**config.mk**
```make
export PLATFORM = sky130hd
export DESIGN_NAME = sprite_frame_sequencer
export DESIGN_NICKNAME = d
export VERILOG_FILES = /design/src/design/sfs_pkg.sv /design/src/design/sfs_inc_stage.sv /design/src/design/sfs_step.sv /design/src/design/sprite_frame_sequencer.sv
export VERILOG_INCLUDE_DIRS = /design/src /design/src/design
export SDC_FILE = /design/constraint.sdc
export NUM_CORES = 1
export LEC_CHECK = 0
export BUFFER_PORTS_ARGS = -buffer_cell sky130_fd_sc_hd__buf_2
export CAP_MARGIN = 30
export CORE_UTILIZATION = 35
export DETAILED_ROUTE_END_ITERATION = 16
export GPL_TIMING_DRIVEN = 1
export PLACE_DENSITY_LB_ADDON = 0.2
export SLEW_MARGIN = 20
export SYNTH_ARGS = -nofsm -noshare
export SYNTH_HDL_FRONTEND = slang
export SYNTH_SLANG_ARGS = --single-unit
```
**constraint.sdc**
```tcl
create_clock -name i_clk -period 11.1 [get_ports i_clk]
set_input_delay 0 -clock i_clk [delete_from_list [all_inputs] [get_ports i_clk]]
set_output_delay 0 -clock i_clk [all_outputs]
set_load 0.02 [all_outputs]
```
**src/design/sprite_frame_sequencer_assert.svh**
```systemverilog
// Assertion macros used by the sprite frame sequencer top level.
`ifndef SPRITE_FRAME_SEQUENCER_ASSERT_SVH
`define SPRITE_FRAME_SEQUENCER_ASSERT_SVH

// Same-cycle implication, checked on the rising edge, dropped during reset.
`define SFS_ASSERT_SAME(lbl, clk, rstn, ante, cons, msg) \
    lbl: assert property (@(posedge clk) disable iff (!(rstn)) (ante) |-> (cons)) \
        else $error(msg);

// Next-cycle implication, checked on the rising edge, dropped during reset.
`define SFS_ASSERT_NEXT(lbl, clk, rstn, ante, cons, msg) \
    lbl: assert property (@(posedge clk) disable iff (!(rstn)) (ante) |=> (cons)) \
        else $error(msg);

`endif

```
**src/design/sfs_pkg.sv**
```systemverilog
// Types and constants shared by the sprite frame sequencer modules.
package sfs_pkg;

    localparam int FRAME_W = 8;
    localparam int FRAC_W  = 8;
    localparam int POS_W   = 19;   // signed Q10.8 frame position
    localparam int RATE_W  = 16;   // unsigned Q8.8 frames per time unit
    localparam int ELAP_W  = 8;
    localparam int INC_W   = 17;   // saturated increment, up to 511.0 frames
    localparam int OFFS_W  = 16;
    localparam int ADDR_W  = 3;

    // Increment ceiling: 511 frames in Q8.8
    localparam logic [INC_W-1:0] INC_MAX = 17'd130816;

    // Repeat modes
    localparam logic LOOP       = 1'b0;
    localparam logic ROUND_TRIP = 1'b1;

    // Configuration register indexes
    localparam logic [ADDR_W-1:0] REG_FIRST_FRAME = 3'd0;
    localparam logic [ADDR_W-1:0] REG_LAST_FRAME  = 3'd1;
    localparam logic [ADDR_W-1:0] REG_SHEET_ROW   = 3'd2;
    localparam logic [ADDR_W-1:0] REG_TILE_SIZE   = 3'd3;
    localparam logic [ADDR_W-1:0] REG_FRAME_RATE  = 3'd4;
    localparam logic [ADDR_W-1:0] REG_REPEAT_MODE = 3'd5;
    localparam logic [ADDR_W-1:0] REG_WRAP_ENABLE = 3'd6;

    typedef enum logic [1:0] {
        OP_TICK  = 2'd0,
        OP_PLAY  = 2'd1,
        OP_PAUSE = 2'd2,
        OP_STOP  = 2'd3
    } t_op;

    // Command beat after the increment has been formed
    typedef struct packed {
        t_op              op;
        logic [INC_W-1:0] inc;
    } t_cmd;

    // Settings the position stepper needs
    typedef struct packed {
        logic [FRAME_W-1:0] first_frame;
        logic [FRAME_W-1:0] last_frame;
        logic               repeat_mode;
        logic               wrap_enable;
    } t_step_cfg;

endpackage

```
**src/design/sfs_inc_stage.sv**
```systemverilog
// Input register: latches the command and the saturated frame increment.
module sfs_inc_stage (
    input  logic                        i_clk,
    input  logic                        i_rst_n,
    input  logic                        i_load,
    input  logic                        i_advance,
    input  sfs_pkg::t_op                i_op,
    input  logic [sfs_pkg::ELAP_W-1:0]  i_elapsed,
    input  logic [sfs_pkg::RATE_W-1:0]  i_frame_rate,
    output logic                        o_valid,
    output sfs_pkg::t_cmd               o_cmd
);

    localparam int PROD_W = sfs_pkg::RATE_W + sfs_pkg::ELAP_W;

    logic                  r_valid;
    logic                  n_valid;
    sfs_pkg::t_cmd         r_cmd;
    sfs_pkg::t_cmd         n_cmd;
    logic [PROD_W-1:0]     prod;

    assign prod = i_frame_rate * i_elapsed;

    always_comb begin
        n_valid = r_valid;
        if (i_load) begin
            n_valid = 1'b1;
        end else if (i_advance) begin
            n_valid = 1'b0;
        end
    end

    always_comb begin
        n_cmd    = r_cmd;
        if (i_load) begin
            n_cmd.op = i_op;
            // clip at 511 frames
            if (prod > PROD_W'(sfs_pkg::INC_MAX)) begin
                n_cmd.inc = sfs_pkg::INC_MAX;
            end else begin
                n_cmd.inc = prod[sfs_pkg::INC_W-1:0];
            end
        end
    end

    always_ff @(posedge i_clk) begin
        if (!i_rst_n) begin
            r_valid <= 1'b0;
        end else begin
            r_valid <= n_valid;
        end
    end

    always_ff @(posedge i_clk) begin
        r_cmd <= n_cmd;
    end

    assign o_valid = r_valid;
    assign o_cmd   = r_cmd;

endmodule

```
**src/design/sfs_step.sv**
```systemverilog
// Animation state: position, direction, play flag and shown frame, with the tick update.
module sfs_step (
    input  logic                         i_clk,
    input  logic                         i_rst_n,
    input  sfs_pkg::t_step_cfg           i_cfg,
    input  logic                         i_first_wr,
    input  logic [sfs_pkg::FRAME_W-1:0]  i_first_data,
    input  logic                         i_fire,
    input  sfs_pkg::t_cmd                i_cmd,
    output logic [sfs_pkg::FRAME_W-1:0]  o_frame
);

    localparam int PW  = sfs_pkg::POS_W;
    localparam int EW  = PW + 1;
    localparam int WW  = PW - sfs_pkg::FRAC_W;   // whole-frame part width

    logic signed [PW-1:0]          r_pos;
    logic signed [PW-1:0]          n_pos;
    logic [sfs_pkg::FRAME_W-1:0]   r_shown;
    logic [sfs_pkg::FRAME_W-1:0]   n_shown;
    logic                          r_back;
    logic                          n_back;
    logic                          r_playing;
    logic                          n_playing;

    logic signed [EW-1:0]          pos_ext;
    logic signed [EW-1:0]          inc_ext;
    logic signed [EW-1:0]          sum;
    logic signed [EW-1:0]          dif;
    logic signed [PW-1:0]          sum_sat;
    logic signed [PW-1:0]          dif_sat;
    logic signed [EW-1:0]          upper;
    logic signed [EW-1:0]          lower;
    logic [sfs_pkg::FRAME_W:0]     last_p1;
    logic signed [sfs_pkg::FRAME_W+1:0] first_m1;
    logic signed [PW-1:0]          start_pos;
    logic signed [PW-1:0]          step_pos;
    logic                          step_back;
    logic signed [WW-1:0]          step_whole;
    logic signed [WW-1:0]          last_s;
    logic signed [WW-1:0]          first_s;
    logic signed [WW-1:0]          clip_hi;
    logic signed [WW-1:0]          clip_lo;

    assign pos_ext  = {r_pos[PW-1], r_pos};
    assign inc_ext  = signed'(EW'(i_cmd.inc));
    assign sum      = pos_ext + inc_ext;
    assign dif      = pos_ext - inc_ext;
    // saturate at the Q10.8 limits when the top two bits disagree
    assign sum_sat  = (sum[EW-1] != sum[EW-2]) ?
                      {sum[EW-1], {(PW-1){~sum[EW-1]}}} : sum[PW-1:0];
    assign dif_sat  = (dif[EW-1] != dif[EW-2]) ?
                      {dif[EW-1], {(PW-1){~dif[EW-1]}}} : dif[PW-1:0];

    assign last_p1  = {1'b0, i_cfg.last_frame} + 1'b1;
    assign first_m1 = signed'({2'b00, i_cfg.first_frame}) - 10'sd1;
    assign upper    = signed'({{(EW-sfs_pkg::FRAME_W-1-sfs_pkg::FRAC_W){1'b0}},
                               last_p1, {sfs_pkg::FRAC_W{1'b0}}});
    assign lower    = signed'({{(EW-sfs_pkg::FRAME_W-2-sfs_pkg::FRAC_W){first_m1[sfs_pkg::FRAME_W+1]}},
                               first_m1, {sfs_pkg::FRAC_W{1'b0}}});
    assign start_pos = signed'({{(PW-sfs_pkg::FRAME_W-sfs_pkg::FRAC_W){1'b0}},
                                i_cfg.first_frame, {sfs_pkg::FRAC_W{1'b0}}});

    // Position and direction after one playing tick
    always_comb begin
        step_pos  = r_pos;
        step_back = r_back;
        unique case (i_cfg.repeat_mode)
            sfs_pkg::LOOP: begin
                if (pos_ext < upper) begin
                    step_pos = sum_sat;
                end else if (i_cfg.wrap_enable) begin
                    step_pos = start_pos;
                end
            end
            sfs_pkg::ROUND_TRIP: begin
                if (!r_back && (pos_ext < upper)) begin
                    step_pos = sum_sat;
                end else if (pos_ext > lower) begin
                    // turning at the top end also steps back in this tick
                    step_pos  = dif_sat;
                    step_back = 1'b1;
                end else begin
                    step_back = 1'b0;
                end
            end
            default: begin
                step_pos  = r_pos;
                step_back = r_back;
            end
        endcase
    end

    assign last_s  = signed'(WW'(i_cfg.last_frame));
    assign first_s = signed'(WW'(i_cfg.first_frame));

    // An arithmetic shift rounds negatives down instead of toward zero; either
    // way the value sits below first_frame and clamps to it.
    assign step_whole = step_pos[PW-1:sfs_pkg::FRAC_W];
    assign clip_hi    = (step_whole > last_s) ? last_s : step_whole;
    assign clip_lo    = (clip_hi < first_s) ? first_s : clip_hi;

    always_comb begin
        n_pos     = r_pos;
        n_back    = r_back;
        n_playing = r_playing;
        n_shown   = r_shown;
        if (i_first_wr) begin
            n_pos   = signed'({{(PW-sfs_pkg::FRAME_W-sfs_pkg::FRAC_W){1'b0}},
                               i_first_data, {sfs_pkg::FRAC_W{1'b0}}});
            n_shown = i_first_data;
        end else if (i_fire) begin
            unique case (i_cmd.op)
                sfs_pkg::OP_TICK: begin
                    if (r_playing) begin
                        n_pos   = step_pos;
                        n_back  = step_back;
                        n_shown = clip_lo[sfs_pkg::FRAME_W-1:0];
                    end
                end
                sfs_pkg::OP_PLAY: begin
                    n_playing = 1'b1;
                end
                sfs_pkg::OP_PAUSE: begin
                    n_playing = 1'b0;
                end
                sfs_pkg::OP_STOP: begin
                    n_playing = 1'b0;
                    n_shown   = i_cfg.first_frame;
                end
                default: begin
                    n_playing = r_playing;
                end
            endcase
        end
    end

    always_ff @(posedge i_clk) begin
        if (!i_rst_n) begin
            r_pos     <= '0;
            r_shown   <= '0;
            r_back    <= 1'b0;
            r_playing <= 1'b1;
        end else begin
            r_pos     <= n_pos;
            r_shown   <= n_shown;
            r_back    <= n_back;
            r_playing <= n_playing;
        end
    end

    // Frame shown after this tick (unchanged while paused)
    assign o_frame = n_shown;

endmodule

```
**src/design/sprite_frame_sequencer.sv**
```systemverilog
// Top level of the sprite frame sequencer: config registers, handshake and result register.
//
// Steps a sprite animation through the frames of one tile-sheet row. Each input
// beat carries a command in s_axis_tuser (0 tick, 1 play, 2 pause, 3 stop) and the
// elapsed time in s_axis_tdata. A tick adds frame_rate * elapsed (Q8.8, clipped at
// 511 frames) to a signed Q10.8 frame position, loops or bounces between
// first_frame and last_frame, and yields one result beat: the shown frame and its
// pixel offsets (frame * tile_size, sheet_row * tile_size). While paused or stopped
// a tick repeats the shown frame. Play, pause and stop yield no result beat; stop
// also shows first_frame. Writing first_frame reloads the position.
// Timing: one beat per clock, sustained while no tick waits in the input register. A
// beat is held in the input register, where the increment multiplier result is
// captured, and the position update plus frame clamp run from there into the result
// register, so a tick's result reaches m_axis through the input register and then the
// result register. The result register holds a stalled beat while the input register
// keeps taking new commands; only a tick that finds it full and not draining waits.
// Configuration is written through i_cfg_we / i_cfg_addr / i_cfg_wdata, by the user only
// while no beat is in flight (the block does not enforce it); index 0..6 in the order
// first_frame, last_frame, sheet_row, tile_size, frame_rate, repeat_mode, wrap_enable.
module sprite_frame_sequencer (
    input  logic                         i_clk,
    input  logic                         i_rst_n,
    // command stream
    input  logic                         s_axis_tvalid,
    output logic                         s_axis_tready,
    input  logic [7:0]                   s_axis_tdata,   // [7:0] elapsed
    input  logic [1:0]                   s_axis_tuser,   // [1:0] opcode
    // result stream
    output logic                         m_axis_tvalid,
    input  logic                         m_axis_tready,
    output logic [39:0]                  m_axis_tdata,   // [7:0] frame_index,
                                                         // [23:8] x_offset,
                                                         // [39:24] y_offset
    // configuration writes
    input  logic                         i_cfg_we,
    input  logic [sfs_pkg::ADDR_W-1:0]   i_cfg_addr,
    input  logic [sfs_pkg::RATE_W-1:0]   i_cfg_wdata
);

`include "sprite_frame_sequencer_assert.svh"

    // configuration registers
    logic [sfs_pkg::FRAME_W-1:0]  r_first_frame;
    logic [sfs_pkg::FRAME_W-1:0]  r_last_frame;
    logic [sfs_pkg::FRAME_W-1:0]  r_sheet_row;
    logic [sfs_pkg::FRAME_W-1:0]  r_tile_size;
    logic [sfs_pkg::RATE_W-1:0]   r_frame_rate;
    logic                         r_repeat_mode;
    logic                         r_wrap_enable;

    // result register
    logic                         r_out_valid;
    logic                         n_out_valid;
    logic [sfs_pkg::FRAME_W-1:0]  r_out_frame;
    logic [sfs_pkg::FRAME_W-1:0]  n_out_frame;

    logic                         in_load;
    logic                         cmd_valid;
    sfs_pkg::t_cmd                cmd;
    logic                         cmd_is_tick;
    logic                         out_free;
    logic                         cmd_fire;
    logic                         first_wr;
    sfs_pkg::t_step_cfg           step_cfg;
    logic [sfs_pkg::FRAME_W-1:0]  step_frame;
    logic [sfs_pkg::OFFS_W-1:0]   x_offset;
    logic [sfs_pkg::OFFS_W-1:0]   y_offset;

    always_ff @(posedge i_clk) begin
        if (!i_rst_n) begin
            r_first_frame <= '0;
            r_last_frame  <= '0;
            r_sheet_row   <= '0;
            r_tile_size   <= 8'd16;
            r_frame_rate  <= 16'd256;
            r_repeat_mode <= sfs_pkg::LOOP;
            r_wrap_enable <= 1'b1;
        end else if (i_cfg_we) begin
            unique case (i_cfg_addr)
                sfs_pkg::REG_FIRST_FRAME: r_first_frame <= i_cfg_wdata[sfs_pkg::FRAME_W-1:0];
                sfs_pkg::REG_LAST_FRAME:  r_last_frame  <= i_cfg_wdata[sfs_pkg::FRAME_W-1:0];
                sfs_pkg::REG_SHEET_ROW:   r_sheet_row   <= i_cfg_wdata[sfs_pkg::FRAME_W-1:0];
                sfs_pkg::REG_TILE_SIZE:   r_tile_size   <= i_cfg_wdata[sfs_pkg::FRAME_W-1:0];
                sfs_pkg::REG_FRAME_RATE:  r_frame_rate  <= i_cfg_wdata;
                sfs_pkg::REG_REPEAT_MODE: r_repeat_mode <= i_cfg_wdata[0];
                sfs_pkg::REG_WRAP_ENABLE: r_wrap_enable <= i_cfg_wdata[0];
                default: begin
                    // unused index: drop the write
                end
            endcase
        end
    end

    assign first_wr = i_cfg_we && (i_cfg_addr == sfs_pkg::REG_FIRST_FRAME);

    // Handshake: the result register frees up when empty or being taken; a
    // command leaves the input register unless it is a tick that has no room.
    assign out_free      = !r_out_valid || m_axis_tready;
    assign cmd_is_tick   = (cmd.op == sfs_pkg::OP_TICK);
    assign cmd_fire      = cmd_valid && (!cmd_is_tick || out_free);
    assign s_axis_tready = !cmd_valid || cmd_fire;
    assign in_load       = s_axis_tvalid && s_axis_tready;

    sfs_inc_stage u_inc (
        .i_clk        (i_clk),
        .i_rst_n      (i_rst_n),
        .i_load       (in_load),
        .i_advance    (cmd_fire),
        .i_op         (sfs_pkg::t_op'(s_axis_tuser)),
        .i_elapsed    (s_axis_tdata),
        .i_frame_rate (r_frame_rate),
        .o_valid      (cmd_valid),
        .o_cmd        (cmd)
    );

    assign step_cfg.first_frame = r_first_frame;
    assign step_cfg.last_frame  = r_last_frame;
    assign step_cfg.repeat_mode = r_repeat_mode;
    assign step_cfg.wrap_enable = r_wrap_enable;

    sfs_step u_step (
        .i_clk        (i_clk),
        .i_rst_n      (i_rst_n),
        .i_cfg        (step_cfg),
        .i_first_wr   (first_wr),
        .i_first_data (i_cfg_wdata[sfs_pkg::FRAME_W-1:0]),
        .i_fire       (cmd_fire),
        .i_cmd        (cmd),
        .o_frame      (step_frame)
    );

    // Load a result on every tick that leaves the input register; hold otherwise.
    always_comb begin
        n_out_valid = r_out_valid;
        n_out_frame = r_out_frame;
        if (cmd_fire && cmd_is_tick) begin
            n_out_valid = 1'b1;
            n_out_frame = step_frame;
        end else if (m_axis_tready) begin
            n_out_valid = 1'b0;
        end
    end

    always_ff @(posedge i_clk) begin
        if (!i_rst_n) begin
            r_out_valid <= 1'b0;
        end else begin
            r_out_valid <= n_out_valid;
        end
    end

    always_ff @(posedge i_clk) begin
        r_out_frame <= n_out_frame;
    end

    // Offsets come from registered values; a stalled beat keeps its offsets if the user
    // holds tile_size and sheet_row while a beat is pending (not enforced here).
    assign x_offset = r_out_frame * r_tile_size;
    assign y_offset = r_sheet_row * r_tile_size;

    assign m_axis_tvalid = r_out_valid;
    assign m_axis_tdata  = {y_offset, x_offset, r_out_frame};

    // a non-tick command never produces a result beat
    `SFS_ASSERT_NEXT(a_no_result_for_cmd, i_clk, i_rst_n,
        !r_out_valid && cmd_valid && !cmd_is_tick, !r_out_valid,
        "play/pause/stop produced a result beat")
    // a tick that leaves the input register shows up as a result next cycle
    `SFS_ASSERT_NEXT(a_tick_gives_result, i_clk, i_rst_n,
        cmd_fire && cmd_is_tick, r_out_valid,
        "tick did not load the result register")
    // a tick blocked by a full result register stays in the input register
    `SFS_ASSERT_NEXT(a_blocked_tick_held, i_clk, i_rst_n,
        cmd_valid && cmd_is_tick && !out_free, cmd_valid && cmd_is_tick,
        "blocked tick was lost from the input register")

endmodule

```
After elaboration in Yosys (flattened, before gate mapping)
Index checks and enable logic that the tools add are counted.

Bits in latches: 0. Register bits: 108. Memories: 0. RAM bits: 0. ROM bits: 0. Bits of input ports: 34. Output and inout bits: 42.

Add/subtract/negate cells: 4. Equal/unequal tests: 13. Multiplexer cells: 23. Order comparisons: 5. Bitwise logic cells: 6. $mul: 3. Shift-type cells: 0. Reduce and logical (&&, ||, !) cells: 34. Divide/modulo/power cells: 0.

Operator list (number): 2-to-1 mux 19 bit (6); 2-to-1 mux 16 bit (4); one-hot mux 19 bit (2 select lines) (1); multiplier 8 x 8 -> 16 bit (2); 2-to-1 mux 8 bit (4); greater-than comparator 24 x 17 -> 1 bit (second input constant) (1); multiplier 16 x 8 -> 24 bit (1); adder 19 x 18 -> 20 bit (1); subtractor 19 x 18 -> 20 bit (1); greater-than comparator 19 x 17 -> 1 bit (1); less-than comparator 19 x 18 -> 1 bit (1); one-hot mux 8 bit (2 select lines) (1); AND reduction 2 bit (7); nonzero test 2 bit (6); greater-than comparator 11 x 9 -> 1 bit (1); less-than comparator 11 x 9 -> 1 bit (1); 2-to-1 mux 11 bit (1); adder 8 x 1 -> 9 bit (second input constant) (1); equality test 3 bit (second input constant) (3); AND reduction 3 bit (3); subtractor 8 x 1 -> 9 bit (second input constant) (1); equality test 3 x 2 -> 1 bit (second input constant) (2); inverter 1 bit (6); AND reduction 6 bit (1); 15 further kinds (31).

Logic depth before layout (Yosys ltp)
Depth in word-level cells: 14. Gate-level depth with buffers: 42. Mapped depth without buffers: 39.

Hierarchy
From an unflattened synthesis, not the netlist that was laid out.

Cells, all modules: 2141. Area total of the unflattened synthesis: 17302.8 µm².

Modules (own cells, without submodules): sprite_frame_sequencer (times used 1, area each 6510.0 µm², cells an instance 753, seq. area each 1261.2 µm²); sfs_step (times used 1, area each 5490.3 µm², cells an instance 796, seq. area each 580.6 µm²); sfs_inc_stage (times used 1, area each 5302.6 µm², cells an instance 592, seq. area each 590.6 µm²).

Worst setup path after synthesis
OpenSTA, ideal clock, no wires.

Path type: reg2reg. Start: register r_first_frame[0] (netlist name). End: register r_out_frame[6] (netlist name) (data pin). Arrival time: 6568 ps. Setup slack: 4268 ps. Required time: 10836 ps. Setup time: 264 ps. Clock period less this slack: 6832 ps. Stages on the path, launching flop included: 38. Cells stage by stage: dfxtp_1 > clkbuf_1 > inv_1 > ha_1 > nand3_1 > xnor2_1 > ha_1 > a211oi_1 > nor2_1 > o31ai_1 > a31oi_1 > o21ai_1 > clkbuf_1 > mux2_2 > o311a_1 > ha_1 > o21a_1 > o21a_1 > (+2 left out) > o2111ai_1 > o211a_1 > a21boi_1 > buf_6 > mux2_1 > ha_1 > a21oi_1 > nor2b_1 > o21ai_0 > nand2b_1 > a21oi_1 > o21ai_0 > nand2_1 > o21ai_0 > mux2_4 > buf_6 > o21ai_0 > nor2_1.

Longest elaborated chain between the ends: 13. Elaborated cells between the ends (all ways): 15. Those cells by class: 1 x add/sub; 3 x order compare; 11 x mux.

RTL lines: from (decl) (RTL line sprite_frame_sequencer.sv:43) `logic [sfs_pkg::FRAME_W-1:0] r_first_frame;`; from (signal assigned) (RTL line sprite_frame_sequencer.sv:80) `sfs_pkg::REG_FIRST_FRAME: r_first_frame <= i_cfg_wdata[sfs_pkg::FRAME_W-1:0];`; subtractor 8 x 1 -> 9 bit (RTL line sfs_step.sv:56) `assign first_m1 = signed'({2'b00, i_cfg.first_frame}) - 10'sd1;`; greater-than comparator 19 x 17 -> 1 bit (RTL line sfs_step.sv:79) `end else if (pos_ext > lower) begin`; 2-to-1 mux 19 bit (RTL line sfs_step.sv:79); 2-to-1 mux 19 bit (RTL line sfs_step.sv:77) `if (!r_back && (pos_ext < upper)) begin`; one-hot mux 19 bit (2 select lines) (RTL line sfs_step.sv:68) `unique case (i_cfg.repeat_mode)`; greater-than comparator 11 x 9 -> 1 bit (RTL line sfs_step.sv:100) `assign clip_hi = (step_whole > last_s) ? last_s : step_whole;`; 2-to-1 mux 11 bit (RTL line sfs_step.sv:100); less-than comparator 11 x 9 -> 1 bit (RTL line sfs_step.sv:101) `assign clip_lo = (clip_hi < first_s) ? first_s : clip_hi;`; 2-to-1 mux 8 bit (*) (RTL line sfs_step.sv:101); 2-to-1 mux 8 bit (*) (RTL line sfs_step.sv:115) `if (r_playing) begin`; one-hot mux 8 bit (2 select lines) (*) (RTL line sfs_step.sv:113) `unique case (i_cmd.op)`; 2-to-1 mux 8 bit (*) (RTL line sfs_step.sv:112) `end else if (i_fire) begin`; 2-to-1 mux 8 bit (*) (RTL line sfs_step.sv:108) `if (i_first_wr) begin`; via step_frame (one bit) (RTL line sprite_frame_sequencer.sv:65) `logic [sfs_pkg::FRAME_W-1:0] step_frame;`; to (signal assigned) (RTL line sprite_frame_sequencer.sv:153) `r_out_frame <= n_out_frame;`; to (decl) (RTL line sprite_frame_sequencer.sv:54) `logic [sfs_pkg::FRAME_W-1:0] r_out_frame;`.

Mark *: on every way through the listed nets, which the timed path passes. The rest lies on a longest branch. The select of a mux whose other input is x is not followed. A chain may end at the register's enable or synchronous reset.

Worst setup path in the final report
Start: register r_last_frame[0] (netlist name). End: register r_out_frame[6] (netlist name) (data pin).

Longest elaborated chain between the ends: 13. Elaborated cells between the ends (all ways): 14. Those cells by class: 1 x add/sub; 3 x order compare; 9 x mux; 1 x reduce/logical.

RTL lines: from (decl) (RTL line sprite_frame_sequencer.sv:44) `logic [sfs_pkg::FRAME_W-1:0] r_last_frame;`; from (signal assigned) (RTL line sprite_frame_sequencer.sv:81) `sfs_pkg::REG_LAST_FRAME: r_last_frame <= i_cfg_wdata[sfs_pkg::FRAME_W-1:0];`; adder 8 x 1 -> 9 bit (RTL line sfs_step.sv:55) `assign last_p1 = {1'b0, i_cfg.last_frame} + 1'b1;`; less-than comparator 19 x 18 -> 1 bit (RTL line sfs_step.sv:70, sfs_step.sv:77); logical AND 1 bit (RTL line sfs_step.sv:77); 2-to-1 mux 19 bit (RTL line sfs_step.sv:77); one-hot mux 19 bit (2 select lines) (RTL line sfs_step.sv:68); greater-than comparator 11 x 9 -> 1 bit (RTL line sfs_step.sv:100); 2-to-1 mux 11 bit (*) (RTL line sfs_step.sv:100); less-than comparator 11 x 9 -> 1 bit (RTL line sfs_step.sv:101); 2-to-1 mux 8 bit (*) (RTL line sfs_step.sv:101); 2-to-1 mux 8 bit (*) (RTL line sfs_step.sv:115); one-hot mux 8 bit (2 select lines) (*) (RTL line sfs_step.sv:113); 2-to-1 mux 8 bit (*) (RTL line sfs_step.sv:112); 2-to-1 mux 8 bit (*) (RTL line sfs_step.sv:108); via step_frame (one bit) (RTL line sprite_frame_sequencer.sv:65).

Mark *: on every way through the listed nets, which the timed path passes. The rest lies on a longest branch.

==> impl_metrics.tcl <==
set metrics [dict create \
    grt_max_degree 64 \
    pwr-share-comb 0.443 \
    netlist_area_sq_mm 0.0160 \
    yosys.area_share.xor_xnor 0.0404 \
    layout.nets 2363 \
    pwr-share-clk 0.245 \
    leakagePower_nw 8.23 \
    synthToLayoutAreaGrowth_pct 8.46 \
    wire_per_inst_microns 17.3 \
    power_frac_seq 0.312 \
    syn_nets 2333 \
    grt_pass1_wl_microns 73900 \
    outcome "finished clean" \
    ys_async_sr_fraction 0 \
    path_max_fanout 17 \
    cts-resized-gates 0 \
    antenna_found_initial 0 \
    ys_warn_count 0 \
    overflow 0 \
    synth_top_family_by_area "adder cells" \
    cp.required_ns 11.22 \
    crit_type "reg2reg" \
    synthMuxAreaShare 0.0260 \
    ir_drop_uv 91.9 \
    seq_area_frac_synth 0.152 \
    path_clk_slew_ns 0.09 \
    dp_hpwl_microns 35300 \
    num_rows 78 \
    post_cts_buffers 0 \
    syn_inst 1952 \
    powerDensity_mw_per_mm2 84.5 \
    routed_via_density 5.22 \
    drc_errors 0 \
    vias 13500 \
    slew_viol_final 0 \
    synth_edf_count 27 \
    start_util 0.354 \
    synthAdderAreaFrac 0.345 \
    dr.pass1.iters 5 \
    worstMarginPinSlew_ns 0.978 \
    r2r.worst_path.cells 34 \
    fin_crit_ns 8.16 \
    finalSetupViolCount 0 \
    hold_path.class "in2reg" \
    fin_util 0.384 \
    p_sw_frac 0.410 \
    ys.flop_type "dfxtp_1" \
    syn_area_per_cell_sq_um 8.21 \
    dr.first_iter.drc_count 824 \
    cpMostUsedCell "o21ai_0" \
    yosys.area_share.simple 0.196 \
    ctsLongestPathBuffers 2 \
    core_sq_mm 0.0453 \
    yosysUniqueCellTypes 82 \
    rsz0062_at_grt "no" \
    cpPeakStageDelay_ns 0.77 \
    numPortBuffers 75 \
    antenna_cells 0 \
    hold_depth 3 \
    p_sw_w 0.000602 \
    yosys_register_bits 108 \
    first_global_vias 13600 \
    critPathLaunchType "flop" \
    p_int_w 0.000867 \
    ant_nets 0 \
    cts-root-buf "clkbuf_16" \
    drv_cap 0 \
    chipHeight_microns 216 \
    io_pins 76 \
    fin_skew_ns 0.0239 \
    max_freq_mhz 123 \
    fin_crit_sh 0.735 \
    drive_gt1_frac 0.0689 \
    slew_headroom 0.346 \
    grt_usage 0.198 \
    numCtsBuffers 9 \
    tns_ns 0 \
    arrival_ns 8.28 \
    place_congestion 0.917 \
    cts_tree "done" \
    critPathSlowestCell "a21boi_1" \
    clock_sinks 108 \
    dieArea_sq_mm 0.0466 \
    die_w_microns 216 \
    worst_skew_pair.late_latency_ns 0.37 \
    routed_wl_microns 44800 \
    finalHoldViolCount 0 \
    htreeDepth 3 \
    synth_compound_area_frac 0.155 \
    endpoint_kind "flop" \
]
[registers in the layout, indices dropped and copies added, names as in the netlist, 8 cells and up]
signal,flops
r_first_frame,8
r_frame_rate,16
r_last_frame,8
r_out_frame,8
r_sheet_row,8
r_tile_size,8
u_inc.o_cmd,19
u_step.r_pos,19
u_step.r_shown,8
[power by group through the flow]
| stage | Clock, W | Combinational (W) | Sequential [W] |
|---|---|---|---|
| 2_1_floorplan | 0 | 0.000503 | 0.000447 |
| 3_3_place_gp | 0 | 0.000636 | 0.000468 |
| 3_5_place_dp | 0 | 0.000641 | 0.000468 |
| 4_1_cts | 0.000370 | 0.000652 | 0.000459 |
| 5_1_grt | 0.000382 | 0.000723 | 0.000462 |
| 6_report | 0.000360 | 0.000650 | 0.000459 |
[path summary, 6_finish.rpt]
path	from	end	slack (ns)
max	r_last_frame[0]	r_out_frame[6]	2.94
min	i_cfg_wdata[0]	r_tile_size[0]	0.03
max reg2reg	r_last_frame[0]	r_out_frame[6]	2.94
min reg2reg	u_step.r_pos[0]	u_step.r_pos[0]	0.54
[cell type report]
type / instances / area (sq um)
Timing Repair Buffer: 105 / 648
Sequential cell: 108 / 2430
Clock buffer: 11 / 254
Multi-Input combinational cell: 1492 / 12200
Clock inverter: 5 / 63.8
Fill cell: 4748 / 27900
Inverter: 266 / 998
Tap cell: 600 / 751
[layer usage]
layer / GRT usage / up-vias / wire [microns]
li1: - / 6523 / -
met1: 0.266 / 6625 / 20300
met2: 0.337 / 316 / 21500
met3: 0.0214 / 50 / 2090
met4: 0.0523 / 0 / 925
met5: 0 / - / 0
[critical path: cells and delay by family (launching register included)]
family	cells	cell delay [ns]
AO/OA/AOI/OAI	18	3.78
multiplexers	2	0.80
XOR/XNOR	1	0.16
AND/OR/NAND/NOR	9	1.61
flip-flops	1	0.52
adder cells (fa/ha/maj)	4	1.03
[cells by family after synthesis]
family / after synthesis
and+or+nand+nor: 645
muxes: 39
xor gates and xnor gates: 74
buffers and inverters: 352
adders and majority gates: 347
AOI/OAI and AO/OA: 387
DFF: 108
[timing repair]
item                       4_1_cts  5_1_grt
hold endpoints to repair        25        0
hold buffers                    20        0
setup endpoints to repair        0        0
[Yosys cell counts (13+ instances only)]
master    instances  area, sq um
inv_1           264          991
nand2_1         264          991
ha_1            189         2360
fa_1            158         3160
and2_1          143          895
a21oi_1         137          686
nor2_1          101          379
dfxtp_1          81         1620
o21ai_0          78          390
clkbuf_1         65          244
xnor2_1          57          499
mux2i_1          30          300
edfxtp_1         27          811
nand3_1          27          135
a211oi_1         23          173
nor2b_1          22          138
nand2b_1         19          119
xor2_1           17          149
a21o_1           15          113
a31oi_1          15         93.8
nor3_1           15         75.1
a221oi_1         13          114
o21a_1           13         97.6
[stage by stage]
step / setup slack, ns / cell area, sq um / hold WS (ns) / power (W) / std cells
after floorplan: 4.27 / 16000 / 0.0989 / 0.000951 / 1952
after global placement: 3.13 / 16900 / 0.179 / 0.00110 / 2550
after detailed placement: 2.92 / 16900 / 0.180 / 0.00111 / 2550
after CTS: 2.90 / 17400 / 0.0118 / 0.00148 / 2586
after global routing: 2.20 / 17400 / 0.0370 / 0.00157 / 2587
final: 2.94 / 17400 / 0.0339 / 0.00147 / 2587
[layout by cell type (no fill, tap or decap), types with 19 or more instances in the layout]
cell type / instances
inv_1: 264
xnor2_1: 57
dfxtp_1: 81
nand3_1: 27
fa_1: 158
nand2_1: 264
o21ai_0: 78
nor2_1: 101
buf_2: 76
nor2b_1: 22
ha_1: 189
mux2i_1: 30
edfxtp_1: 27
a211oi_1: 23
nand2b_1: 19
and2_1: 143
dlygate4sd3_1: 20
a21oi_1: 137
Note: power is estimated with default switching activity, not from simulation.
